### src/hdl/v3a_pkg.sv
// v3a_pkg: shared types and constants of the 3-D vector ALU.
// Used by every file under hdl; depends on nothing.
`timescale 1ns / 1ps

package v3a_pkg;

    localparam int COMPONENT_WIDTH_DEF = 16;
    localparam int FRACTION_BITS_DEF   = 12;
    localparam int SCALAR_WIDTH        = 32;
    localparam int OP_WIDTH            = 3;

    typedef enum logic [OP_WIDTH-1:0] {
        OP_ADD       = 3'd0,
        OP_SUB       = 3'd1,
        OP_CROSS     = 3'd2,
        OP_DOT       = 3'd3,
        OP_SCALE     = 3'd4,
        OP_LENGTH    = 3'd5,
        OP_NORMALIZE = 3'd6,
        OP_NEGATE    = 3'd7
    } op_t;

endpackage

### src/hdl/v3a_mul_cell.sv
// v3a_mul_cell: first pipeline cell; linear ops and six operand-selected products.
// Depends on v3a_pkg.
`timescale 1ns / 1ps

module v3a_mul_cell #(
    parameter int CW = v3a_pkg::COMPONENT_WIDTH_DEF
) (
    input  logic                   clk,
    input  logic                   rst_n,
    input  logic                   in_valid,
    output logic                   in_ready,
    input  v3a_pkg::op_t           in_op,
    input  logic [2:0][CW-1:0]     in_a,
    input  logic [2:0][CW-1:0]     in_b,
    input  logic [CW-1:0]          in_s,
    output logic                   out_valid,
    input  logic                   out_ready,
    output v3a_pkg::op_t           out_op,
    output logic [2:0][CW-1:0]     out_a,
    output logic [2:0][CW:0]       out_lin,
    output logic [5:0][2*CW-1:0]   out_prod
);
    import v3a_pkg::*;

    logic                 valid_reg;
    op_t                  op_reg;
    logic [2:0][CW-1:0]   a_reg;
    logic [2:0][CW:0]     lin_reg;
    logic [2:0][CW:0]     lin_next;
    logic [5:0][2*CW-1:0] prod_reg;
    logic [5:0][2*CW-1:0] prod_next;
    logic [5:0][CW-1:0]   ml;
    logic [5:0][CW-1:0]   mr;

    assign in_ready  = !valid_reg || out_ready;
    assign out_valid = valid_reg;
    assign out_op    = op_reg;
    assign out_a     = a_reg;
    assign out_lin   = lin_reg;
    assign out_prod  = prod_reg;

    always_comb
    begin
        lin_next = '0;
        ml       = '0;
        mr       = '0;
        unique case (in_op) inside
            OP_ADD:
            begin
                for (int k = 0; k < 3; k++)
                begin
                    lin_next[k] = {in_a[k][CW-1], in_a[k]} + {in_b[k][CW-1], in_b[k]};
                end
            end
            OP_SUB:
            begin
                for (int k = 0; k < 3; k++)
                begin
                    lin_next[k] = {in_a[k][CW-1], in_a[k]} - {in_b[k][CW-1], in_b[k]};
                end
            end
            OP_NEGATE:
            begin
                for (int k = 0; k < 3; k++)
                begin
                    lin_next[k] = (CW+1)'(0) - {in_a[k][CW-1], in_a[k]};
                end
            end
            OP_CROSS:
            begin
                ml[0] = in_a[1]; mr[0] = in_b[2];
                ml[1] = in_a[2]; mr[1] = in_b[1];
                ml[2] = in_a[2]; mr[2] = in_b[0];
                ml[3] = in_a[0]; mr[3] = in_b[2];
                ml[4] = in_a[0]; mr[4] = in_b[1];
                ml[5] = in_a[1]; mr[5] = in_b[0];
            end
            OP_DOT:
            begin
                for (int k = 0; k < 3; k++)
                begin
                    ml[k] = in_a[k];
                    mr[k] = in_b[k];
                end
            end
            OP_SCALE:
            begin
                for (int k = 0; k < 3; k++)
                begin
                    ml[k] = in_s;
                    mr[k] = in_a[k];
                end
            end
            OP_LENGTH, OP_NORMALIZE:
            begin
                // squares for the sum of squares
                for (int k = 0; k < 3; k++)
                begin
                    ml[k] = in_a[k];
                    mr[k] = in_a[k];
                end
            end
            default:
            begin
            end
        endcase
    end

    always_comb
    begin
        for (int k = 0; k < 6; k++)
        begin
            prod_next[k] = $signed(ml[k]) * $signed(mr[k]);
        end
    end

    always_ff @(posedge clk or negedge rst_n)
    begin
        if (!rst_n)
        begin
            valid_reg <= 1'b0;
        end
        else if (in_ready)
        begin
            valid_reg <= in_valid;
        end
    end

    always_ff @(posedge clk)
    begin
        if (in_valid && in_ready)
        begin
            op_reg   <= in_op;
            a_reg    <= in_a;
            lin_reg  <= lin_next;
            prod_reg <= prod_next;
        end
    end

endmodule

### config.mk
export PLATFORM = sky130hd
export DESIGN_NAME = v3a_mul_cell
export DESIGN_NICKNAME = d
export VERILOG_FILES = /design/src/hdl/v3a_pkg.sv /design/src/hdl/v3a_mul_cell.sv
export SDC_FILE = /design/constraint.sdc
export NUM_CORES = 2
export LEC_CHECK = 0
export BUFFER_PORTS_ARGS = -buffer_cell sky130_fd_sc_hd__buf_4
export CAP_MARGIN = 20
export CORE_ASPECT_RATIO = 0.7
export CORE_MARGIN = 2
export CORE_UTILIZATION = 32
export DETAILED_ROUTE_END_ITERATION = 16
export GPL_TIMING_DRIVEN = 0
export SLEW_MARGIN = 10
export SYNTH_ARGS = -nofsm -noshare
export SYNTH_HDL_FRONTEND = slang
export SYNTH_SLANG_ARGS = --single-unit
### constraint.sdc
create_clock -name clk -period 19.6 [get_ports clk]
set_clock_uncertainty 0.1 [all_clocks]
set_input_delay 0.98 -clock clk [delete_from_list [all_inputs] [get_ports clk]]
set_output_delay 0.98 -clock clk [all_outputs]
set_load 0.03 [all_outputs]
Word-level counts from Yosys, hierarchy flattened
Index checks and enable logic that the tools add are counted.
{"block": "word_totals", "regBits": 295, "output_inout_bits": 296, "wordCells": 47, "input_bits": 119}
{"block": "op_classes", "reduce_logical": 6, "n_eq_ne": 7, "n_addsub": 9, "multipliers": 6, "muxes": 5}
{"op": "case mux 48 bit (3 select lines)", "n": 2}
{"op": "multiplier 16 x 16 -> 32 bit", "n": 6}
{"op": "case mux 51 bit (3 select lines)", "n": 1}
{"op": "2-to-1 mux 48 bit", "n": 2}
{"op": "adder 16 x 16 -> 17 bit", "n": 3}
{"op": "subtractor 1 x 16 -> 17 bit (first input constant)", "n": 3}
{"op": "subtractor 16 x 16 -> 17 bit", "n": 3}
{"op": "equality test 3 bit (second input constant)", "n": 4}
{"op": "equality test 3 x 2 -> 1 bit (second input constant)", "n": 2}
{"op": "OR reduction 3 bit", "n": 2}
{"op": "equality test 3 x 1 -> 1 bit (second input constant)", "n": 1}
{"op": "logical NOT 3 bit", "n": 1}
{"op": "logical AND 1 bit", "n": 1}
{"op": "logical NOT 1 bit", "n": 1}
{"op": "logical OR 1 bit", "n": 1}

Depth between registers and ports, before layout
{"block": "depth", "ltp_word": 4, "depth_mapped": 32, "depth_no_buf": 29}

Worst setup path before layout
No wires, ideal clock.
{"block": "synth_path", "kind": "input to register", "startpoint": "input port out_ready", "endpoint": "register a_reg, in the netlist out_a[0] (enable)", "t_arrival_ps": 8017, "path_stages": 2, "n_path_buf": 0, "required_ps": 18809, "path_slack_ps": 10792, "setup_ps": 691, "path_cell_list": "nand2b_1 > and2_1"}
{"block": "synth_via", "elab_chain_cells": 2}
{"element": "start: declaration", "line_no": "v3a_mul_cell.sv:17", "source": "input logic out_ready,"}
{"element": "logical OR 1 bit", "line_no": "v3a_mul_cell.sv:35", "source": "assign in_ready = !valid_reg || out_ready;"}
{"element": "logical AND 1 bit", "line_no": "v3a_mul_cell.sv:131", "source": "if (in_valid && in_ready)"}
{"element": "end signal: assignment", "line_no": "v3a_mul_cell.sv:134", "source": "a_reg <= in_a;"}
{"element": "end: declaration", "line_no": "v3a_mul_cell.sv:27", "source": "logic [2:0][CW-1:0] a_reg;"}
No other way between the ends.
A chain may end at the register's enable or synchronous reset.

==> run metrics <==
status finished clean; Largest stage delay, worst path 0.88 ns; reg-to-reg slack, setup 17.33 ns; Max Fclk 98.81 MHz; GRT Resource Usage Total 24.43%; Async S/R FF share, synth 0.3390%; Slew Viols, Final 0; most used cell, CP fa_1; CP arrival 10.49 ns; delay-heaviest family, CP buffers and inverters; P_int 3579 uW; Logic pwr share 73.8%; total power 7236 uW; final std cells w/o fill 11,640; Die Span Y 408.2 um; Clock Path Buffers 3; Iter 0 DRT Violations 5,961; cts repair resizes 0; kind of critical path input pin to flop; slowest cell on the critical path clkbuf_1; top routing layer used met5; Final min period 10.12 ns; die width 581.4 um; Rel. slew slack 16.00%; synthesis-to-finish area growth 11.75%; synthesized area 74,680 um2; CTS root buf clkbuf_16; Reg area 8853 um2; largest net degree at the start of global routing 63; Top FF cell, synth edfxtp_1; hpwl dp 245,000 um; Post-Syn Area per Cell 9.291 um2; Final Cycle Share 51.63%; FF+latch count, synth 295; share of the synthesized area in the top cell type 42.22%; Req. time, crit path 19.97 ns; metal1 wirelength 126,200 um; CP Max Fanout 10; CTS Hold Bufs 1; Peak VDD IR 0.09374 mV; std cell rows 148; TritonCTS Buffers 39; maxcap violations 0; multi-input logic area 57,740 um2; Critical path buffers and inverters 10; drc violations 0; cell area power density 86.70 nW/um2; top-level I/O count 415; DR WL/cell 24.90 um; Core Box Area 232,200 um2; Clock H-tree levels 2; Switching Share 50.54%; Setup crit end kind flop; via count 59,970; drt pass-1 iters 6; startpoint types input pin; Final ANT Viol Nets 0; setup_tns 0 ns; Post-CTS Setup Bufs 0; Placement Cell Area 81,940 um2; share of cells above drive strength 1 7.396%; Routed WL 289,800 um; largest area contributor in the netlist fa_1; RSZ-0062 raised after global routing false; WL met2 114,500 um; final setup vio count 0; Switch Pwr 3657 uW; LEAKAGE 0.03910 uW; GP Congestion 1.034; Seq pwr share 14.7%; cell area after layout 83,460 um2; CTS clk-pin slew, worst paths 0.07 ns; vias in the first global route 61,620; die area 237,300 um2; met3 wire len 32,490 um; initial core utilization 32.16%; Seq/Total Area, Yosys 11.85%; Inst Count DP 11,540; number of port buffers 405; Hold WC Path Type input pin to flop; Clock Latency Late Sink 0.64 ns; number of synthesized flops with an enable pin 294; fill cell count 23,880; initial antenna violation count 49; Syn. warnings 0; Synth Instances 8,038; Worst Tran Pin Value 1.249 ns; Fin. Hold Viols 0; Via-to-Cell Ratio 5.153; total gr overflow 0; unique cell type count in the Yosys netlist 92; Clock Power Share 11.5%; Synth area leaders fa_1 (42%), edfxtp_1 (12%), ha_1 (9.1%); syn_nets 10,280; Nets 10,750; CTS tree yes; TritonCTS Sinks 295; first-pass GRT wire length 423,900 um; hold slack 0.4446 ns
cell usage in the layout (no fill, tap or decap), types with 11 or more instances in the layout:
cell type / synthesis / routed
a211oi_1: 48 / 48
a21o_1: 76 / 76
a21oi_1: 237 / 234
a22o_1: 11 / 11
a22oi_1: 28 / 28
a31oi_1: 35 / 30
and2_1: 72 / 71
and3_1: 289 / 289
buf_1: 21 / 21
buf_2: 15 / 18
buf_4: 0 / 416
clkbuf_1: 356 / 360
clkbuf_16: 0 / 40
diode_2: 0 / 19
edfxtp_1: 294 / 294
fa_1: 1575 / 1575
ha_1: 546 / 546
inv_1: 1762 / 1762
mux2i_1: 52 / 52
nand2_1: 792 / 792
nand2b_1: 94 / 94
nand3_1: 68 / 68
nor2_1: 626 / 626
nor2b_1: 36 / 36
nor3_1: 74 / 74
nor3b_1: 14 / 14
nor4_1: 44 / 44
o211ai_1: 14 / 14
o21a_1: 64 / 64
o21ai_0: 80 / 80
o21ai_1: 47 / 47
o21bai_1: 25 / 25
o22a_1: 15 / 15
o22ai_1: 48 / 48
o31ai_1: 23 / 22
or2_2: 63 / 63
or3_1: 19 / 19
or4_1: 12 / 12
xnor2_1: 205 / 205
xor2_1: 94 / 94
routing by layer:
metal  global-route usage [%]  up-vias
met5                        0        -
met4                    11.67       28
met3                    7.360      538
met2                    33.26     3043
met1                    34.95    30470
li1                         -    25890
stage by stage:
step                      util (%)  worst slack (ns)
final                        35.94             9.480
after global routing         35.93             9.318
after CTS                    35.90             9.810
after detailed placement     35.29             9.088
after global placement       35.13             6.396
after floorplan                  -             10.79
synthesized netlist by cell type (all sizes together) (81+ instances only):
library cell	count
xnor2	205
o21ai	127
nand2b	95
fa	1575
edfxtp	294
inv	1764
nor2	627
ha	546
clkbuf	358
a21oi	237
xor2	94
nand2	792
and2	81
and3	289
worst paths after layout:
path,cells after the start,from,to
min,2,in_valid,out_valid
max in group asynchronous,2,rst_n,out_valid
max reg2reg,5,out_valid,out_prod[171]
max,25,in_op[0],out_prod[158]
min reg2reg,2,out_valid,out_valid
min in group asynchronous,2,rst_n,out_valid
kinds of logic (layout without fill, tap and decap cells):
family	count (synthesis)	after routing	synth area share (%)
AND/OR/NAND/NOR	2253	2253	14.06
buffers and inverters	2162	2669	10.91
adder cells (fa/ha/maj)	2121	2121	51.37
AO/OA/AOI/OAI	855	855	7.584
XOR/XNOR	299	299	3.506
flip-flops	295	295	11.85
multiplexers	53	53	0.7120
other	0	19	0
worst register-to-register path: cells and delay by family (launching register included):
kind,cells,cell delay [ns]
DFF,1,0.37
buffers and inverters,3,0.90
and+or+nand+nor,2,0.50
power by group through the flow:
stage	clock (uW)	combinational, uW	sequential [uW]
2_1_floorplan	0	3540	1350
3_3_place_gp	0	5200	1100
4_1_cts	872	5340	1070
5_1_grt	888	6010	1080
6_report	829	5340	1070
3_5_place_dp	0	5270	1080
final cells by class:
class                           count  share of cell area (%)
Antenna cell                       19                 0.05697
Buffer                            396                   1.825
Clock buffer                       44                   1.217
Clock inverter                     28                  0.4782
Inverter                         1766                   7.943
Multi-Input combinational cell   5581                   69.18
Sequential cell                   295                   10.61
Tap cell                         3075                   4.610
Timing Repair Buffer              435                   4.082
registers in the layout, summed over array words and instances (netlist names):
name       count
out_a         48
out_lin       51
out_op         3
out_prod     192
out_valid      1
(Power assumes the default switching activity.)
