[config.mk]
export PLATFORM = sky130hd
export DESIGN_NAME = v3a_div_cell
export DESIGN_NICKNAME = d
export VERILOG_FILES = /design/src/hdl/v3a_pkg.sv /design/src/hdl/v3a_div_cell.sv
export SDC_FILE = /design/constraint.sdc
export NUM_CORES = 1
export LEC_CHECK = 0
export ABC_AREA = 0
export BUFFER_PORTS_ARGS = -buffer_cell sky130_fd_sc_hd__buf_2
export CORE_ASPECT_RATIO = 1.1
export CORE_MARGIN = 2
export CORE_UTILIZATION = 40
export CTS_CLUSTER_SIZE = 10
export DETAILED_ROUTE_END_ITERATION = 16
export GPL_ROUTABILITY_DRIVEN = 0
export GPL_TIMING_DRIVEN = 1
export HOLD_SLACK_MARGIN = 0.06
export PLACE_DENSITY = 0.68
export SYNTH_ARGS = -nofsm -noshare
export SYNTH_HDL_FRONTEND = slang
export SYNTH_SLANG_ARGS = --single-unit
[constraint.sdc]
create_clock -name clk -period 5.18 [get_ports clk]
set_clock_uncertainty 0.2 [all_clocks]
set_input_delay 0.518 -clock clk [delete_from_list [all_inputs] [get_ports clk]]
set_output_delay 0.518 -clock clk [all_outputs]
set_load 0.02 [all_outputs]
[src/hdl/v3a_pkg.sv]
// v3a_pkg: shared types and constants of the 3-D vector ALU.
// Used by every file under hdl; depends on nothing.
`timescale 1ns / 1ps

package v3a_pkg;

    localparam int COMPONENT_WIDTH_DEF = 16;
    localparam int FRACTION_BITS_DEF   = 12;
    localparam int SCALAR_WIDTH        = 32;
    localparam int OP_WIDTH            = 3;

    typedef enum logic [OP_WIDTH-1:0] {
        OP_ADD       = 3'd0,
        OP_SUB       = 3'd1,
        OP_CROSS     = 3'd2,
        OP_DOT       = 3'd3,
        OP_SCALE     = 3'd4,
        OP_LENGTH    = 3'd5,
        OP_NORMALIZE = 3'd6,
        OP_NEGATE    = 3'd7
    } op_t;

endpackage

[src/hdl/v3a_div_cell.sv]
// v3a_div_cell: one quotient bit of a restoring divide, three lanes sharing one divisor.
// Chained NW times; carries an opaque sideband. Depends on v3a_pkg.
`timescale 1ns / 1ps

module v3a_div_cell #(
    parameter int CW     = v3a_pkg::COMPONENT_WIDTH_DEF,
    parameter int NW     = v3a_pkg::COMPONENT_WIDTH_DEF + v3a_pkg::FRACTION_BITS_DEF,
    parameter int SIDE_W = 8
) (
    input  logic               clk,
    input  logic               rst_n,
    input  logic               in_valid,
    output logic               in_ready,
    input  logic [SIDE_W-1:0]  in_side,
    input  logic [CW-1:0]      in_len,
    input  logic [2:0][CW-1:0] in_rem,
    input  logic [2:0][NW-1:0] in_nq,
    output logic               out_valid,
    input  logic               out_ready,
    output logic [SIDE_W-1:0]  out_side,
    output logic [CW-1:0]      out_len,
    output logic [2:0][CW-1:0] out_rem,
    output logic [2:0][NW-1:0] out_nq
);
    import v3a_pkg::*;

    logic               valid_reg;
    logic [SIDE_W-1:0]  side_reg;
    logic [CW-1:0]      len_reg;
    logic [2:0][CW-1:0] rem_reg;
    logic [2:0][CW-1:0] rem_next;
    logic [2:0][NW-1:0] nq_reg;
    logic [2:0][NW-1:0] nq_next;
    logic [CW:0]        cur [3];
    logic [CW:0]        diff [3];
    logic               qbit [3];

    assign in_ready  = !valid_reg || out_ready;
    assign out_valid = valid_reg;
    assign out_side  = side_reg;
    assign out_len   = len_reg;
    assign out_rem   = rem_reg;
    assign out_nq    = nq_reg;

    // numerator bits shift out the top of nq while quotient bits enter at the bottom
    always_comb
    begin
        for (int k = 0; k < 3; k++)
        begin
            cur[k]      = {in_rem[k], in_nq[k][NW-1]};
            diff[k]     = cur[k] - {1'b0, in_len};
            qbit[k]     = (cur[k] >= {1'b0, in_len});
            rem_next[k] = qbit[k] ? diff[k][CW-1:0] : cur[k][CW-1:0];
            nq_next[k]  = {in_nq[k][NW-2:0], qbit[k]};
        end
    end

    always_ff @(posedge clk or negedge rst_n)
    begin
        if (!rst_n)
        begin
            valid_reg <= 1'b0;
        end
        else if (in_ready)
        begin
            valid_reg <= in_valid;
        end
    end

    always_ff @(posedge clk)
    begin
        if (in_valid && in_ready)
        begin
            side_reg <= in_side;
            len_reg  <= in_len;
            rem_reg  <= rem_next;
            nq_reg   <= nq_next;
        end
    end

endmodule

After elaboration in Yosys (flattened, before gate mapping)
Cells that the tools add are included.
{ "op_classes": {"add_sub_neg": 3, "order_cmp": 3, "muxes": 3, "n_reduce_logical": 3} }
{ "ops": {"columns": ["cell", "count"], "rows": [
  ["17-bit by 16-bit >= comparator with 1-bit output", 3],
  ["16-bit two-way mux", 3],
  ["16-bit subtractor", 3],
  ["1-bit logical AND", 1],
  ["1-bit zero test", 1],
  ["1-bit logical OR", 1]
]} }
{ "totals": {"reg_bits": 157, "wordCells": 21} }

Longest topological paths before layout
Gate-level depths: netlist of run 1.
{ "depth": {"ltp_word": 3, "depth_mapped": 10, "depth_no_buf": 10} }

Worst setup path before layout of run 1
Ideal clock, no wire load.
{ "synth_path": {"path_kind": "input port to flip-flop", "start": "input port out_ready", "end": "register len_reg[0] (netlist: out_len[0]), enable pin", "setup_ns": 0.534, "arrival_time_ns": 4.388, "t_required_ns": 4.446, "setup_slack_ns": 0.058, "cell_stages": 2, "cell_sequence": "nand2b_1 > and2_1"} }
{ "synth_via": {"elab_chain_cells": 2} }
{ "synth_rtl": {"columns": ["item", "line", "source"], "rows": [
  ["start, declared", "v3a_div_cell.sv:19", "input logic out_ready,"],
  ["1-bit logical OR", "v3a_div_cell.sv:38", "assign in_ready = !valid_reg || out_ready;"],
  ["1-bit logical AND", "v3a_div_cell.sv:72", "if (in_valid && in_ready)"],
  ["end signal, assigned", "v3a_div_cell.sv:75", "len_reg <= in_len;"],
  ["end, declared", "v3a_div_cell.sv:29", "logic [CW-1:0] len_reg;"]
]} }
No other way between the ends.
A chain may end at the register's enable or synchronous reset.

==> results.toml, run 1 <==
[status]
outcome = "finished, final reports clean"

[sta]
period_needed_ns = 3.206
max_freq_mhz = 312.0
hold_ws_ns = 0.07436
hold_viol = 0
final.setup.tns_ns = 0
grt_setup_unrepaired = "no"
worst_pin_slew_ns = 1.166
finalCritPeriodShare_pct = 61.88
setup_viol = 0
drv_slew = 0
slew_headroom_pct = 22.02

[grt]
track_usage_pct = 21.95
use_met3_pct = 5.301
grt_overflow = 0
grt_pass1_vias = 5810
grt.met2_usage_pct = 38.27
grt-busiest-layer = "met2"
grt_max_degree = 87
grt_pass1_wl_mm = 32.97
grt_antenna_before_repair = 1
met1_usage_pct = 25.32

[synthesis]
synth_ff_type = "edfxtp_1"
ys_types = 60
synth_seq_area_share_pct = 61.30
postSynthCellCount = 545
async_reset_ff_share_pct = 0.6369
synth-simple-area-share_pct = 6.498
yosys.area_share.xor_xnor_pct = 3.762
synth-edff-count = 156
yosys.area_share.adder_pct = 8.599
ys_warn_count = 0
synth-compound-area-share_pct = 11.47
synth_nets = 756
synth_top_family_by_area = "compound AO/OA/AOI/OAI gates"
synthesis.area_um2 = 7682
syn_area_per_cell_um2 = 14.10
synthMuxAreaShare_pct = 6.564
ys_ff_latch = 157

[critical_path]
crit_family = "compound AO/OA/AOI/OAI gates"
arrival_ns = 3.18
cp_slowest_stage_delay_ns = 0.97
crit_cells = 9
crit_path_start_kind = "primary input"
ff2ff_setup_slack_ns = 2.75
crit_chain = "buf_2, inv_1, ha_1, nor2b_1, o31a_1, o31a_1, o2111ai_1, a31oi_2, mux2_2"
setup.worst_path.end = "out_rem[42]"
critPathLaunch = "in_len[1]"
crit-reg2reg-launch = "out_valid"
crit_buf_inv = 2
required_ns = 5.15
r2r_cells = 3
r2r_end = "out_nq[58]"
critPathCaptureType = "flop"
path_class = "in2reg"
slowest_stage = "a31oi_2"
crit_top_cell = "o31a_1"
cp_max_fo = 19

[power]
internal-power_mw = 2.569
seqPwrFrac_pct = 43.1
total_power_mw = 3.581
p_per_area_nw_per_um2 = 338.8
switching_share_pct = 28.25
vdd_drop_max_mv = 0.2031
combPwrFrac_pct = 21.2
p_sw_mw = 1.012
total_leakage_power_nw = 4.610
pwr-share-clk_pct = 35.7

[clocking]
path_clk_slew_ns = 0.07
numCtsBuffers = 17
cts.sinks = 157
clk_path_buf_depth = 2
cts_resized = 0
cts_max_level = 4
clock_latency_ns = 0.41
cts_tree = "built"
cts_root_buf = "clkbuf_16"

[layout]
fin_cells = 1176
fillers = 1636
diodes = 0
multi_input_area_um2 = 2836
nets = 1127
syn_to_final_growth_pct = 37.57
regArea_um2 = 4710
layout-drive-gt1-share_pct = 42.84

[worst_hold_path]
min_path_type = "in2reg"
hold_depth = 1

[detailed_routing]
vias_per_cell = 5.142
drt-initial-drc-count = 281
wl_per_cell_um = 19.67
vias = 6047
drt-pass1-iter-count = 5
wl_mm = 23.13
drc = 0
postRouteAntennaNets = 0

[floorplanning]
rows = 53
io_pins = 318
fp.dieW_um = 136.1
fp.dieH_um = 149.4
start_util_pct = 40.51
fp.dieArea_um2 = 20330
coreArea_um2 = 18970

[place]
io_buffers = 317
placedCellCount = 1104
dp_hpwl_mm = 17.27

[job]
drv_cap = 0
==> repair_timing <==
item                                   in CTS  in global routing
hold buffers                               29                 11
buffers inserted                            0                  0
endpoints found under the hold margin      29                 11
==> stage by stage <==
| step | worst slack [ns] | utilization (%) | instance area (µm²) |
|---|---|---|---|
| after detailed placement | 1.533 | 50.42 | 9563 |
| after global placement | 1.623 | 50.42 | 9563 |
| after floorplan | 0.05794 | - | 7682 |
| final | 1.974 | 55.73 | 10570 |
| after global routing | 1.808 | 55.73 | 10570 |
| after CTS | 1.986 | 55.15 | 10460 |
==> sequential cells by signal, summed over array words and instances (netlist names) <==
name,count
out_side,8
out_nq,84
out_len,16
out_rem,48
out_valid,1
==> cell usage in the layout (no fill, tap or decap), types with 3 or more instances in the layout <==
master / instances
mux2_2: 39
nand3_1: 4
dlygate4sd3_1: 40
o21a_1: 9
inv_6: 6
edfxtp_1: 156
nand2_1: 16
o31ai_1: 3
a211o_1: 3
fa_1: 3
a31oi_1: 17
clkinvlp_4: 3
ha_1: 48
and2_1: 3
clkbuf_16: 17
o21bai_1: 3
and3_1: 6
nor2_1: 29
xor2_1: 9
or3_1: 3
o31a_1: 4
a211oi_1: 5
inv_1: 27
nor2b_1: 6
a21o_1: 15
nand2b_1: 10
nand4_1: 3
mux2i_1: 5
xnor2_1: 24
nor3_1: 6
buf_2: 317
a21oi_1: 33
o21ai_0: 14
==> cells in the mapped netlist (all sizes together) (2+ instances only) <==
library cell	instances	share of area, %
fa	3	0.78
a21oi	34	2.3
o2111ai	2	0.23
inv	27	1.3
buf	5	0.44
and2b	2	0.21
or3	3	0.24
a31oi	18	1.5
nand3b	2	0.20
mux2i	5	0.65
and2	4	0.33
nand2b	10	0.81
nor2b	6	0.49
a21o	15	1.5
o31a	5	0.59
a311oi	3	0.42
xnor2	24	2.7
nand2	16	0.78
nor3	6	0.39
xor2	9	1.0
o211a	2	0.26
o21ai	16	1.1
mux2	40	5.9
a211oi	6	0.65
edfxtp	156	61
o31ai	3	0.29
nand4	3	0.24
o211ai	2	0.20
ha	48	7.8
nor2	29	1.4
and3	7	0.59
o21a	9	0.88
a21boi	2	0.20
a211o	3	0.34
and4	2	0.23
o21bai	3	0.29
nand3	4	0.26
==> final cells by class <==
cell class                      count  share of cell area, %
Tap cell                          247                  2.924
Timing Repair Buffer              358                  18.99
Multi-Input combinational cell    355                  26.84
Clock buffer                       18                  4.061
Sequential cell                   157                  44.56
Inverter                           27                 0.9589
Clock inverter                     14                  1.669
==> worst min-delay path by stage <==
| stage | slack [ns] | to | startpoint |
|---|---|---|---|
| 6_report | 0.07 | out_nq[3] | in_nq[2] |
| 5_1_grt | 0.06 | out_nq[14] | in_nq[13] |
| 4_1_cts | 0.06 | out_nq[58] | in_nq[57] |
| 3_5_place_dp | 0.09 | out_valid | rst_n |
| 3_3_place_gp | 0.09 | out_valid | rst_n |
| 2_1_floorplan | 0.02 | out_valid | rst_n |
==> power by group through the flow <==
stage / logic [mW] / registers, mW / clock network [mW]
final: 0.758 / 1.54 / 1.28
after global routing: 0.823 / 1.55 / 1.35
after CTS: 0.752 / 1.55 / 1.30
after detailed placement: 0.730 / 1.57 / 0
after global placement: 0.723 / 1.57 / 0
after floorplan: 0.363 / 1.70 / 0
==> cell families after synthesis <==
kind of cell	Yosys count
adders and majority gates	51
buffers and inverters	33
DFF	157
AOI/OAI and AO/OA	129
and+or+nand+nor	97
muxes	45
xor gates and xnor gates	33
==> metal layers <==
layer  part of all wire, %  wire length [µm]
met1                    39              8976
met2                    50             11580
met3                   7.1              1642
met4                   4.0               916
met5                 0.048                11
Note: power is estimated with default switching activity, not from simulation.
==> run 2, diff against run 1 <==
clock period = 3.2 ns   (was 5.18 ns; I/O delays follow)
==> run 2 against run 1 <==
  * Combinational power increased by 85%
  * Setup slack worse by 1.9 ns
  * Sequential cell count did not move
  * Die area did not move
  * Final area increased by 12%
  * First-iteration DRC count is 32% higher
  * Final cell count rose by 11%
  * Routed wire length rose by 11%
  * Sequential power rose by 62%
  * Sequential share of layout area decreased by 4.8 points
  * Clock power up 55%
  * Non-clock buffer count rose by 131
==> results.toml, run 2 (synthesized netlist as in run 1, its figures left out) <==
[status]
outcome = "finished, final reports clean"

[critical_path]
r2r_end = "out_rem[24]"
required_ns = 3.18
path_class = "in2reg"
crit_chain = "dlygate4sd3_1, buf_2, inv_1, ha_1, and2_1, o21a_1, nor3_1, nor2_1, nor4b_1, a311oi_1, mux2_2"
ff2ff_setup_slack_ns = 1.05
r2r_cells = 3
critPathCaptureType = "flop"
arrival_ns = 3.11
cp_max_fo = 6
crit_cells = 11
cp_slowest_stage_delay_ns = 0.54
crit_buf_inv = 3
slowest_stage = "dlygate4sd3_1"
crit_path_start_kind = "primary input"
crit-reg2reg-launch = "out_valid"
crit_family = "simple AND/OR/NAND/NOR gates"

[detailed_routing]
drt-initial-drc-count = 372
vias_per_cell = 5.076
vias = 6649
wl_per_cell_um = 19.65
drt-pass1-iter-count = 4
wl_mm = 25.74
postRouteAntennaNets = 0
drc = 0

[sta]
worst_pin_slew_ns = 0.6091
grt_setup_unrepaired = "yes"
slew_headroom_pct = 58.86
hold_viol = 0
final.setup.tns_ns = 0
worst_slack_ns = 0.06543
max_freq_mhz = 319.0
setup_viol = 0
drv_slew = 0
period_needed_ns = 3.135
finalCritPeriodShare_pct = 97.96

[clocking]
clk_path_buf_depth = 2
cts_max_level = 4
cts_tree = "built"
cts_root_buf = "clkbuf_16"
path_clk_slew_ns = 0.07
cts.sinks = 157
numCtsBuffers = 17
clock_latency_ns = 0.42

[worst_hold_path]
min_path_type = "in2reg"
holdPathEnd = "out_rem[1]"
hold_depth = 3
hold_start = "in_rem[0]"

[place]
io_buffers = 317
post_dp_cell_area_um2 = 9706
dp_worst_setup_slack_ns = -0.01901
dp_hpwl_mm = 18.14
placedCellCount = 1123

[floorplanning]
fp.dieH_um = 149.4
coreArea_um2 = 18970
fp.dieW_um = 136.1
start_util_pct = 40.51
fp.dieArea_um2 = 20330
rows = 53
io_pins = 318

[grt]
grt_antenna_before_repair = 2
grt_pass1_vias = 6549
grt_pass1_wl_mm = 36.51
grt_max_degree = 79
grt_overflow = 0
track_usage_pct = 24.51

[power]
total_power_mw = 5.877
p_per_area_nw_per_um2 = 496.3
vdd_drop_max_mv = 0.3762
total_leakage_power_nw = 5.164

[layout]
largest_reg_flops = 84
final_cell_area_um2 = 11840
nets = 1259
layout_commonest_cell = "buf_2"
final_cell_mix = "buf_2 (317), edfxtp_1 (156), dlygate4sd3_1 (150), ha_1 (48), mux2_2 (39)"
syn_to_final_growth_pct = 54.14
layout-drive-gt1-share_pct = 39.68
fin_cells = 1310

[job]
drv_cap = 0
run 2: changes by cell type in the layout (fill, tap and decap cells not counted), sizes merged:
cell / before / now
dlygate4sd3: 40 / 150
clkinv: 3 / 4
buf: 318 / 339
o21ai: 16 / 17
diode: 0 / 2
bufinv: 2 / 1
run 2: tightest hold or removal path: stages:
cell and delay (ns):
buf_2 0.10, inv_1 0.06, mux2i_1 0.11
run 2: worst max-delay path by stage:
stage | endpoint | slack (ns) | startpoint
floorplan | out_rem[43] | 0.46 | in_len[2]
global placement | out_rem[18] | 0.07 | in_len[2]
detailed placement | out_rem[2] | -0.02 | in_len[6]
CTS | out_rem[2] | 0.02 | in_len[9]
global route | out_rem[23] | -0.003 | in_len[11]
finish | out_rem[46] | 0.07 | in_len[4]
run 2: report_power, final:
part / total (mW) / switching [mW] / internal, mW
sequential: 2.50 / 0.0379 / 2.46
combinational: 1.40 / 0.764 / 0.633
clock: 1.98 / 0.879 / 1.10
run 2: what timing repair did:
action / CTS / global route
hold buffers: 150 / 0
buffers inserted: 0 / 2
gates resized for setup: 0 / 3
endpoints found under the setup margin: 0 / 27
endpoints found under the hold margin: 148 / 0
run 2: per-layer routing:
layer / vias to the layer above / GRT usage, % / wire length (µm)
met5: - / 0 / 0
met1: 3159 / 26.86 / 9720
met2: 289 / 42.21 / 12770
met4: 0 / 12.97 / 1162
li1: 3139 / - / -
met3: 62 / 7.815 / 2090
run 2: cell type report:
class,instances,area [µm²]
Antenna cell,2,5.005
Clock buffer,18,429.2
Clock inverter,14,155.1
Fill cell,1516,7124
Inverter,27,101.3
Multi-Input combinational cell,356,2867
Sequential cell,157,4710
Tap cell,247,309.0
Timing Repair Buffer,489,3266
run 2: metrics by stage:
step	hold slack, ns	util, %
floorplan	-0.1756	-
global placement	-0.1025	51.17
detailed placement	-0.1029	51.17
CTS	0.06188	62.17
global route	0.09476	62.44
finish	0.09742	62.44
