### src/hdl/v3a_pkg.sv
// v3a_pkg: shared types and constants of the 3-D vector ALU.
// Used by every file under hdl; depends on nothing.
`timescale 1ns / 1ps

package v3a_pkg;

    localparam int COMPONENT_WIDTH_DEF = 16;
    localparam int FRACTION_BITS_DEF   = 12;
    localparam int SCALAR_WIDTH        = 32;
    localparam int OP_WIDTH            = 3;

    typedef enum logic [OP_WIDTH-1:0] {
        OP_ADD       = 3'd0,
        OP_SUB       = 3'd1,
        OP_CROSS     = 3'd2,
        OP_DOT       = 3'd3,
        OP_SCALE     = 3'd4,
        OP_LENGTH    = 3'd5,
        OP_NORMALIZE = 3'd6,
        OP_NEGATE    = 3'd7
    } op_t;

endpackage

### src/hdl/v3a_post_cell.sv
// v3a_post_cell: rounds and sums products, clips vector and dot results,
// forms the sum of squares and |a| for length/normalize. Depends on v3a_pkg.
`timescale 1ns / 1ps

module v3a_post_cell #(
    parameter int CW = v3a_pkg::COMPONENT_WIDTH_DEF,
    parameter int FB = v3a_pkg::FRACTION_BITS_DEF
) (
    input  logic                              clk,
    input  logic                              rst_n,
    input  logic                              in_valid,
    output logic                              in_ready,
    input  v3a_pkg::op_t                      in_op,
    input  logic [2:0][CW-1:0]                in_a,
    input  logic [2:0][CW:0]                  in_lin,
    input  logic [5:0][2*CW-1:0]              in_prod,
    output logic                              out_valid,
    input  logic                              out_ready,
    output v3a_pkg::op_t                      out_op,
    output logic [2:0][CW-1:0]                out_vec,
    output logic [v3a_pkg::SCALAR_WIDTH-1:0]  out_sc,
    output logic                              out_sat,
    output logic [2:0]                        out_neg,
    output logic [2:0][CW-1:0]                out_abs,
    output logic [2*CW-1:0]                   out_sumsq
);
    import v3a_pkg::*;

    localparam int WIDE = 2*CW + FB + SCALAR_WIDTH + 2;
    localparam int SQW  = 2*CW;
    localparam logic signed [WIDE-1:0] HALF = WIDE'(1) <<< (FB-1);
    localparam logic signed [WIDE-1:0] CMAX = (WIDE'(1) <<< (CW-1)) - WIDE'(1);
    localparam logic signed [WIDE-1:0] CMIN = -CMAX - WIDE'(1);
    localparam logic signed [WIDE-1:0] SMAX = (WIDE'(1) <<< (SCALAR_WIDTH-1)) - WIDE'(1);
    localparam logic signed [WIDE-1:0] SMIN = -SMAX - WIDE'(1);

    // round to nearest, ties up, then drop the fraction bits
    function automatic logic signed [WIDE-1:0] rnd(input logic signed [WIDE-1:0] v);
        return (v + HALF) >>> FB;
    endfunction

    function automatic logic [CW:0] clip_c(input logic signed [WIDE-1:0] v);
        if (v > CMAX)
            return {1'b1, CMAX[CW-1:0]};
        else if (v < CMIN)
            return {1'b1, CMIN[CW-1:0]};
        else
            return {1'b0, v[CW-1:0]};
    endfunction

    function automatic logic [SCALAR_WIDTH:0] clip_s(input logic signed [WIDE-1:0] v);
        if (v > SMAX)
            return {1'b1, SMAX[SCALAR_WIDTH-1:0]};
        else if (v < SMIN)
            return {1'b1, SMIN[SCALAR_WIDTH-1:0]};
        else
            return {1'b0, v[SCALAR_WIDTH-1:0]};
    endfunction

    logic                        valid_reg;
    op_t                         op_reg;
    logic [2:0][CW-1:0]          vec_reg;
    logic [2:0][CW-1:0]          vec_next;
    logic [SCALAR_WIDTH-1:0]     sc_reg;
    logic [SCALAR_WIDTH-1:0]     sc_next;
    logic                        sat_reg;
    logic                        sat_next;
    logic [2:0]                  neg_reg;
    logic [2:0]                  neg_next;
    logic [2:0][CW-1:0]          abs_reg;
    logic [2:0][CW-1:0]          abs_next;
    logic [SQW-1:0]              sumsq_reg;
    logic [SQW-1:0]              sumsq_next;
    logic signed [WIDE-1:0]      ext [6];
    logic signed [WIDE-1:0]      vraw [3];
    logic signed [WIDE-1:0]      sraw;
    logic [CW:0]                 vclip [3];
    logic [SCALAR_WIDTH:0]       sclip;

    assign in_ready  = !valid_reg || out_ready;
    assign out_valid = valid_reg;
    assign out_op    = op_reg;
    assign out_vec   = vec_reg;
    assign out_sc    = sc_reg;
    assign out_sat   = sat_reg;
    assign out_neg   = neg_reg;
    assign out_abs   = abs_reg;
    assign out_sumsq = sumsq_reg;

    always_comb
    begin
        for (int k = 0; k < 6; k++)
        begin
            ext[k] = WIDE'($signed(in_prod[k]));
        end
        for (int k = 0; k < 3; k++)
        begin
            vraw[k] = '0;
        end
        sraw = '0;
        unique case (in_op) inside
            OP_ADD, OP_SUB, OP_NEGATE:
            begin
                for (int k = 0; k < 3; k++)
                begin
                    vraw[k] = WIDE'($signed(in_lin[k]));
                end
            end
            OP_CROSS:
            begin
                vraw[0] = rnd(ext[0] - ext[1]);
                vraw[1] = rnd(ext[2] - ext[3]);
                vraw[2] = rnd(ext[4] - ext[5]);
            end
            OP_SCALE:
            begin
                for (int k = 0; k < 3; k++)
                begin
                    vraw[k] = rnd(ext[k]);
                end
            end
            OP_DOT:
            begin
                sraw = rnd(ext[0] + ext[1] + ext[2]);
            end
            default:
            begin
            end
        endcase

        sclip    = clip_s(sraw);
        sat_next = sclip[SCALAR_WIDTH];
        sc_next  = sclip[SCALAR_WIDTH-1:0];
        for (int k = 0; k < 3; k++)
        begin
            vclip[k]    = clip_c(vraw[k]);
            vec_next[k] = vclip[k][CW-1:0];
            sat_next    = sat_next | vclip[k][CW];
            neg_next[k] = in_a[k][CW-1];
            // most negative value maps to 2^(CW-1), still fits unsigned
            abs_next[k] = in_a[k][CW-1] ? (~in_a[k] + 1'b1) : in_a[k];
        end
        sumsq_next = in_prod[0] + in_prod[1] + in_prod[2];
    end

    always_ff @(posedge clk or negedge rst_n)
    begin
        if (!rst_n)
        begin
            valid_reg <= 1'b0;
        end
        else if (in_ready)
        begin
            valid_reg <= in_valid;
        end
    end

    always_ff @(posedge clk)
    begin
        if (in_valid && in_ready)
        begin
            op_reg    <= in_op;
            vec_reg   <= vec_next;
            sc_reg    <= sc_next;
            sat_reg   <= sat_next;
            neg_reg   <= neg_next;
            abs_reg   <= abs_next;
            sumsq_reg <= sumsq_next;
        end
    end

endmodule

### config.mk
export PLATFORM = sky130hd
export DESIGN_NAME = v3a_post_cell
export DESIGN_NICKNAME = d
export VERILOG_FILES = /design/src/hdl/v3a_pkg.sv /design/src/hdl/v3a_post_cell.sv
export SDC_FILE = /design/constraint.sdc
export NUM_CORES = 1
export LEC_CHECK = 0
export ABC_AREA = 0
export BUFFER_PORTS_ARGS = -buffer_cell sky130_fd_sc_hd__buf_4
export CORE_UTILIZATION = 45
export DETAILED_ROUTE_END_ITERATION = 7
export GPL_TIMING_DRIVEN = 0
export MAX_ROUTING_LAYER = met4
export PLACE_DENSITY = 0.82
export RECOVER_POWER = 100
export SLEW_MARGIN = 5
export SYNTH_ARGS = -nofsm -noshare
export SYNTH_HDL_FRONTEND = slang
export SYNTH_SLANG_ARGS = --single-unit
### constraint.sdc
create_clock -name clk -period 4.37 [get_ports clk]
set_input_delay 0.2185 -clock clk [delete_from_list [all_inputs] [get_ports clk]]
set_output_delay 0.2185 -clock clk [all_outputs]
set_load 0.005 [all_outputs]
Yosys cells after proc, flatten, opt, wreduce, memory -nomap -nowiden
Cells that the tools add are included.
- mux-type cells: 13
- $lt $le $gt $ge: 8
- bitwise logic cells: 6
- equality and inequality tests: 5
- reduce and logical (&&, ||, !) cells: 5
- add/subtract/negate cells: 17
- operator list (kind ; count):
    $pmux W234 S3 ; 1
    $gt A78 B16 Y1 const B ; 3
    $lt A78 B16 Y1 const B ; 3
    $add A33 B13 Y34 const B ; 3
    $mux W17 ; 6
    $add A32 B13 Y33 const B ; 3
    $sub A32 B32 Y33 ; 3
    $gt A78 B32 Y1 const B ; 1
    $lt A78 B32 Y1 const B ; 1
    $mux W78 ; 1
    $mux W33 ; 2
    $add A32 B32 Y32 ; 2
    $add A16 B1 Y16 const B ; 3
    $not A16 Y16 ; 3
    $mux W15 ; 3
    $add A34 B13 Y35 const B ; 1
    $add A33 B32 Y34 ; 1
    $add A32 B32 Y33 ; 1
    $eq A3 B2 Y1 const B ; 2
    $eq A3 B3 Y1 const B ; 2
    $eq A3 B1 Y1 const B ; 1
    $logic_not A3 Y1 ; 1
    $or A1 B1 Y1 ; 3
    $reduce_or A3 Y1 ; 1
    3 further kinds ; 3
- word-level logic and storage cells: 69
- bits of input ports: 298
- output and inout port bits: 169
- flip-flop bits (word level): 168

Logic depth before layout (Yosys ltp)
Gate-level depths: netlist of the first run.
- word-level depth: 10
- mapped depth: 17
- mapped depth without buffers: 17

Worst setup path after synthesis of the first run
OpenSTA, ideal clock, no wires.
- path kind: register to register
- start: register valid_reg (netlist: out_valid)
- end: register abs_reg (netlist bit out_abs[0]) (enable)
- setup slack: -0.309 ns
- cell stages (with the launch flop): 3
- data arrival time: 4.141 ns
- period minus slack after synthesis: 4.679 ns
- buffers on the path: 0
- setup time: 0.537 ns
- required time: 3.833 ns
- cell sequence: dfrtp_1 nand2b_1 and2_1
- longest elaborated chain between the ends: 3
- ends and longest elaborated chain (item ; RTL line ; source):
    from (decl) ; v3a_post_cell.sv:60 ; logic valid_reg;
    from (signal assigned) ; v3a_post_cell.sv:154 ; valid_reg <= in_valid;
    $logic_not A1 Y1 ; v3a_post_cell.sv:80 ; assign in_ready = !valid_reg || out_ready;
    $logic_or A1 B1 Y1 ; v3a_post_cell.sv:80 ;
    named net in_ready ; v3a_post_cell.sv:12 ; output logic in_ready,
    $logic_and A1 B1 Y1 ; v3a_post_cell.sv:160 ; if (in_valid && in_ready)
    to (signal assigned) ; v3a_post_cell.sv:167 ; abs_reg <= abs_next;
    to (decl) ; v3a_post_cell.sv:70 ; logic [2:0][CW-1:0] abs_reg;
The timed path passes the listed nets, and every way through them passes these cells.
A chain may end at the register's enable or synchronous reset.

Worst setup path in the final report of the first run
- start: input in_prod[3] (netlist name)
- end: register sumsq_reg[30] (netlist: out_sumsq[30]) (data pin)
- longest elaborated chain between the ends: 2
- ends and longest elaborated chain (item ; RTL line ; source):
    from (decl) ; v3a_post_cell.sv:16 ; input logic [5:0][2*CW-1:0] in_prod,
    $add A32 B32 Y32 (2 in a row) ; v3a_post_cell.sv:143 ; sumsq_next = in_prod[0] + in_prod[1] + in_prod[2];
    named net sumsq_next[30] ; v3a_post_cell.sv:73 ; logic [SQW-1:0] sumsq_next;
    to (signal assigned) ; v3a_post_cell.sv:168 ; sumsq_reg <= sumsq_next;
    to (decl) ; v3a_post_cell.sv:72 ; logic [SQW-1:0] sumsq_reg;
The timed path passes the listed nets, and every way through them passes these cells.

==> flow_summary.toml, run 1 <==
[status]
run_status = "finished, violations left"
violations = "capacitance limit, slew limit"

[detailed_routing]
dr.pass1.iters = 6
wl_met2_mm = 30.5
route.met3.wl_mm = 5.31
drt-met1-wl_mm = 23.6
vias_per_cell = 5.76
top_layer = "met4"
ant_nets = 0
drtIter0Drc = 1106
num_vias = 16300
postRouteWirelength_mm = 62.1
drc = 0
wl_per_cell_um = 21.9

[sta]
worst_pin_slew_ns = 3.39
finalHoldWorstSlack_ns = 0.0737
fmax_mhz = 241
layout_min_cycle_time_ns = 4.15
hold_viol_final = 0
rsz0062_at_grt = "no"
fin_ws_ns = 0.224
setup_tns_ns = 0
period_share_pct = 94.9
max-slew-margin-rel_pct = -126
fin_worst_skew_ns = 0.0135
drv_slew = 43
finalSetupViolCount = 0

[pwr]
powerDensity_nw_per_um2 = 298
peakVddDrop_uv = 203
power_mw = 6.52
p_leak_nw = 9.92

[critical_path]
critPathMaxStageDelay_ns = 1.00
start_kind = "input port"
crit_path_frequent_cell = "a31oi_1"
path_max_fanout = 4
slowest_stage = "o311ai_0"
critPathKind = "input port to flip-flop"
cp_data_required_time_ns = 4.57
cpLargestDelayFamily = "compound AO/OA/AOI/OAI gates"
worstPathCellList = "clkbuf_1, fa_1, ha_1, a31o_2, a31o_2, a31oi_1, o2111ai_1, nand2_1, o311ai_0, o22a_1, a31oi_1, nor2_1, a31oi_1, xnor2_1"
arrival_ns = 4.35
end_kind = "flip-flop"
crit_buf_inv = 1

[final_layout]
area_growth_pct = 26.7
fillCellCount = 3347
final_common_cell = "buf_4"
final_cell_mix = "buf_4 (292), ha_1 (259), inv_1 (169)"
drive_gt1_share_pct = 20.8
nets = 2922

[synth]
syn_inst = 1811
synth_nets = 2427
synthFlopType = "edfxtp_1"
yosys-top-cells-area = "edfxtp_1 (27%), ha_1 (19%), fa_1 (6.8%), xnor2_1 (6.5%), inv_1 (3.7%)"
ys_ff_latch = 159
ys_types = 83
synth_seq_area_share_pct = 27.6
yosys.area.top_type = "edfxtp_1"
async_flop_share_pct = 0.629
yosys.area_share.simple_pct = 14.2
synth_top_family_by_area = "adder cells"
avgSynthCellArea_um2 = 9.54
synth_area_um2 = 17300
netlist.area_leader.share_pct = 27.5
synth_mux_area_share_pct = 0.304
synth_compound_area_share_pct = 17.5
synth_edf_count = 158
yosys.area_share.adder_pct = 25.6
synth_xor_area_share_pct = 9.73
yosysWarnings = 0

[clock_network]
clock_latency_ns = 0.46
path_clk_slew_ns = 0.07
cts_tree = "yes"
cts_inserted_buffers = 17
post_cts_buffers = 0
cts_buffer_depth = 2
clkSinkCount = 159
clk_root_buffer_cell = "clkbuf_16"
cts_max_level = 4

[grt]
grt_antenna_before_repair = 4
grt_pass1_vias = 16400
grt_pass1_wl_mm = 92.2
grt_max_degree = 65
grt-ovfl-total = 0
grtUsageTotal_pct = 32.4

[die]
die_area_um2 = 39200
core_area_um2 = 37800
die_w_um = 198
initial_utilization_pct = 45.8
num_rows = 71
die_h_um = 198
io_pins = 467

[place]
hpwlAfterDp_mm = 52.0
portBuffers = 466
place_worst_setup_slack_ns = -0.135
gp_congestion = 0.980

[hold_path]
hold_path_class = "input port to flip-flop"

[flow_run]
maxCapViolations = 1
per-layer routing:
metal	up-vias	track usage (%)
met5	-	-
met4	0	15.1
met3	140	5.88
met2	808	55.5
met1	7724	36.5
li1	7658	-
worst reg2reg max path, cell delays in order, from the launching register on:
cell	delay [ns]
dfrtp_1	0.40
nand2b_1	0.14
and2_0	2.42
buf_16	0.32
buf_12	0.36
stage by stage:
step,instance area (µm²),std cells,utilization (%)
global route,21900,2834,58.0
finish,21900,2836,58.0
CTS,22200,2830,58.7
floorplan,17300,1811,-
detailed placement,21500,2790,56.9
global placement,21400,2788,56.7
synthesized netlist by cell type (7+ instances only):
library cell,count
buf_4,10
o31ai_1,19
nor3_1,36
xnor2_1,129
a211oi_1,14
fa_1,59
buf_2,9
nor3b_2,8
inv_1,169
xor2_1,63
nand2_1,115
a21oi_1,88
clkbuf_1,30
ha_1,259
o22ai_1,13
a21o_1,44
o21bai_1,17
nand4_1,25
edfxtp_1,158
or3_1,22
o211ai_1,8
nor2b_1,15
a22oi_1,12
a31oi_1,12
and2_1,8
a21boi_0,7
a221oi_1,11
o21ai_0,99
and4_1,7
o21ai_1,7
a222oi_1,30
nor2_1,100
nand2b_1,21
and3_1,14
nand3_1,60
kinds of logic (layout without fill, tap and decap cells):
logic type / count (synthesis) / count (layout)
other: 0 / 6
xor gates and xnor gates: 192 / 192
buffers and inverters: 219 / 727
AOI/OAI and AO/OA: 446 / 446
DFF: 159 / 159
adders and majority gates: 318 / 318
and+or+nand+nor: 472 / 472
muxes: 5 / 5
layout make-up:
type                            count  area [µm²]  area share (%)
Multi-Input combinational cell   1433       11600            53.0
Sequential cell                   159        4770            21.8
Timing Repair Buffer              476        3400            15.5
Tap cell                          511         639            2.92
Inverter                          169         634            2.90
Clock buffer                       17         425            1.94
Buffer                             50         238            1.09
Clock inverter                     15         176           0.806
Antenna cell                        6        15.0          0.0686
registers in the layout (all words and copies together), names as in the netlist:
register	cells
out_abs	48
out_sumsq	32
out_valid	1
out_op	3
out_sat	1
out_sc	23
out_neg	3
out_vec	48
what timing repair did:
| item | in CTS | in global routing |
|---|---|---|
| resized for setup | 0 | 2 |
| hold buffers | 8 | 0 |
| endpoints found under the setup margin | 0 | 3 |
| hold endpoints to repair | 8 | 0 |
path summary, 6_finish.rpt:
kind	from	to	slack (ns)	cells after the start
worst max-delay path	in_prod[3]	out_sumsq[30]	0.22	14
min in group asynchronous	rst_n	out_valid	0.09	2
worst min-delay path	in_a[3]	out_abs[3]	0.07	2
worst max register to register	out_valid	out_op[1]	0.37	4
worst min register to register	out_valid	out_valid	0.62	2
max in group asynchronous	rst_n	out_valid	4.15	2
where the power goes:
| part | switching [mW] | internal [mW] |
|---|---|---|
| Combinational | 1.67 | 1.30 |
| Clock | 0.730 | 0.862 |
| Sequential | 0.0459 | 1.92 |
| Total | 2.44 | 4.08 |
Power figures use the tool's default switching activity.
==> run 2, diff against run 1 <==
--- a/config.mk
+++ b/config.mk
@@ -7,6 +7,7 @@
 export LEC_CHECK = 0
 export ABC_AREA = 0
 export BUFFER_PORTS_ARGS = -buffer_cell sky130_fd_sc_hd__buf_4
+export CORE_MARGIN = 2
 export CORE_UTILIZATION = 45
 export DETAILED_ROUTE_END_ITERATION = 7
 export GPL_TIMING_DRIVEN = 0
==> flow_summary.toml, run 2 (synthesis gave the netlist of run 1 again) <==
[status]
run_status = "finished, violations left"
violations = "capacitance limit, slew limit"

[sta]
fmax_mhz = 237
fin_ws_ns = 0.147
finalSetupViolCount = 0
period_share_pct = 96.6
drv_slew = 33
layout_min_cycle_time_ns = 4.22
rsz0062_at_grt = "no"
worst_pin_slew_ns = 2.09
fin_worst_skew_ns = 0.0187
hold_viol_final = 0
max-slew-margin-rel_pct = -39.7
setup_tns_ns = 0

[pwr]
powerDensity_nw_per_um2 = 294
p_leak_nw = 9.84
intPower_mw = 4.00
combPwrFrac_pct = 45.9
peakVddDrop_uv = 249
pwr-share-seq_pct = 30.7
p_switching_mw = 2.40
switching_share_pct = 37.5
p_clk_share_pct = 23.4

[place]
portBuffers = 466
place_worst_setup_slack_ns = -0.180
dpl_cell_area_um2 = 21500
hpwlAfterDp_mm = 51.8
gp_congestion = 0.979

[detailed_routing]
ant_nets = 0
wl_per_cell_um = 21.6
drc = 0
dr.pass1.iters = 6
postRouteWirelength_mm = 61.1
drtIter0Drc = 1110
num_vias = 16200
vias_per_cell = 5.71

[grt]
grt-ovfl-total = 0
grt_busiest_layer = "met2"
met1_usage_pct = 34.4
grtUsageMet3_pct = 6.49
grtUsageTotal_pct = 31.0
grtUsageMet2_pct = 53.8
grt_pass1_vias = 16300
grt_pass1_wl_mm = 89.9
grt_max_degree = 53
grt_antenna_before_repair = 4

[final_layout]
area_growth_pct = 25.9
nets = 2923
fillCellCount = 3394
final_cell_mix = "buf_4 (294), ha_1 (259), inv_1 (169)"
drive_gt1_share_pct = 20.1
fin_area_um2 = 21800
final_common_cell = "buf_4"

[clock_network]
cts.repair.resized = 0
cts_max_level = 4
clock_latency_ns = 0.45
cts_inserted_buffers = 17
clkSinkCount = 159
clk_root_buffer_cell = "clkbuf_16"
path_clk_slew_ns = 0.07
cts_buffer_depth = 2
cts_tree = "yes"

[die]
io_pins = 467
initial_utilization_pct = 45.8
die_area_um2 = 40000
num_rows = 71
core_area_um2 = 37800
die_h_um = 200
die_w_um = 200

[hold_path]
min_path_cells = 2
hold_path_class = "input port to flip-flop"

[critical_path]
arrival_ns = 4.42
r2r_cells = 4
critPathKind = "input port to flip-flop"
start_kind = "input port"
cp_data_required_time_ns = 4.57
end_kind = "flip-flop"
path_max_fanout = 4

[flow_run]
maxCapViolations = 1
run 2: metal layers:
layer	routed length [µm]	part of all wire, %	up-vias
met5	0	0	-
met4	2460	4.0	0
met3	5390	8.8	126
met2	30000	49	716
met1	23300	38	7679
li1	-	-	7650
run 2: final cells by class:
| class | instances | area, µm² | share of cell area (%) |
|---|---|---|---|
| Multi-Input combinational cell | 1433 | 11600 | 53.3 |
| Sequential cell | 159 | 4770 | 21.9 |
| Timing Repair Buffer | 477 | 3310 | 15.2 |
| Tap cell | 511 | 639 | 2.94 |
| Inverter | 169 | 634 | 2.91 |
| Clock buffer | 17 | 425 | 1.95 |
| Buffer | 50 | 244 | 1.12 |
| Clock inverter | 14 | 134 | 0.615 |
| Antenna cell | 4 | 10.0 | 0.0460 |
run 2: path summary, 6_finish.rpt:
kind                       startpoint            end  slack (ns)
max in group asynchronous       rst_n      out_valid        4.15
min in group asynchronous       rst_n      out_valid        0.13
min                          in_a[29]    out_abs[29]        0.08
min reg2reg                 out_valid      out_valid        0.56
max                        in_prod[3]  out_sumsq[30]        0.15
max reg2reg                 out_valid    out_vec[37]        0.34
run 2: power groups by stage:
stage	Combinational [mW]	Sequential, mW	Clock (mW)
2_1_floorplan	1.82	2.02	0
4_1_cts	2.99	1.97	1.51
3_3_place_gp	2.90	2.00	0
5_1_grt	3.24	1.98	1.56
3_5_place_dp	2.97	2.00	0
6_report	2.94	1.96	1.49
run 2: metrics by stage:
step                      power (mW)  hold slack [ns]  util, %  std cells
after floorplan                 3.84          -0.0771        -       1811
after global placement          4.90          0.00312     56.7       2788
after detailed placement        4.97          0.00172     56.9       2791
after CTS                       6.47         0.000365     58.6       2830
after global routing            6.77           0.0733     57.6       2834
final                           6.39           0.0819     57.6       2834
run 2: critical path: stages:
cell and delay, ns:
clkbuf_1 0.12, fa_1 0.56, ha_1 0.40, a31o_2 0.21
a31o_2 0.19, a31oi_1 0.20, o2111ai_1 0.40, nand2_1 0.14
o311ai_0 1.00, o22a_1 0.36, a31oi_1 0.15, nor2_1 0.19
a31oi_1 0.13, xnor2_1 0.15
run 2: what timing repair did:
| item | 4_1_cts | 5_1_grt |
|---|---|---|
| hold buffers | 8 | 0 |
| buffers inserted | 0 | 0 |
| hold endpoints to repair | 8 | 0 |
| endpoints found under the setup margin | 0 | 0 |
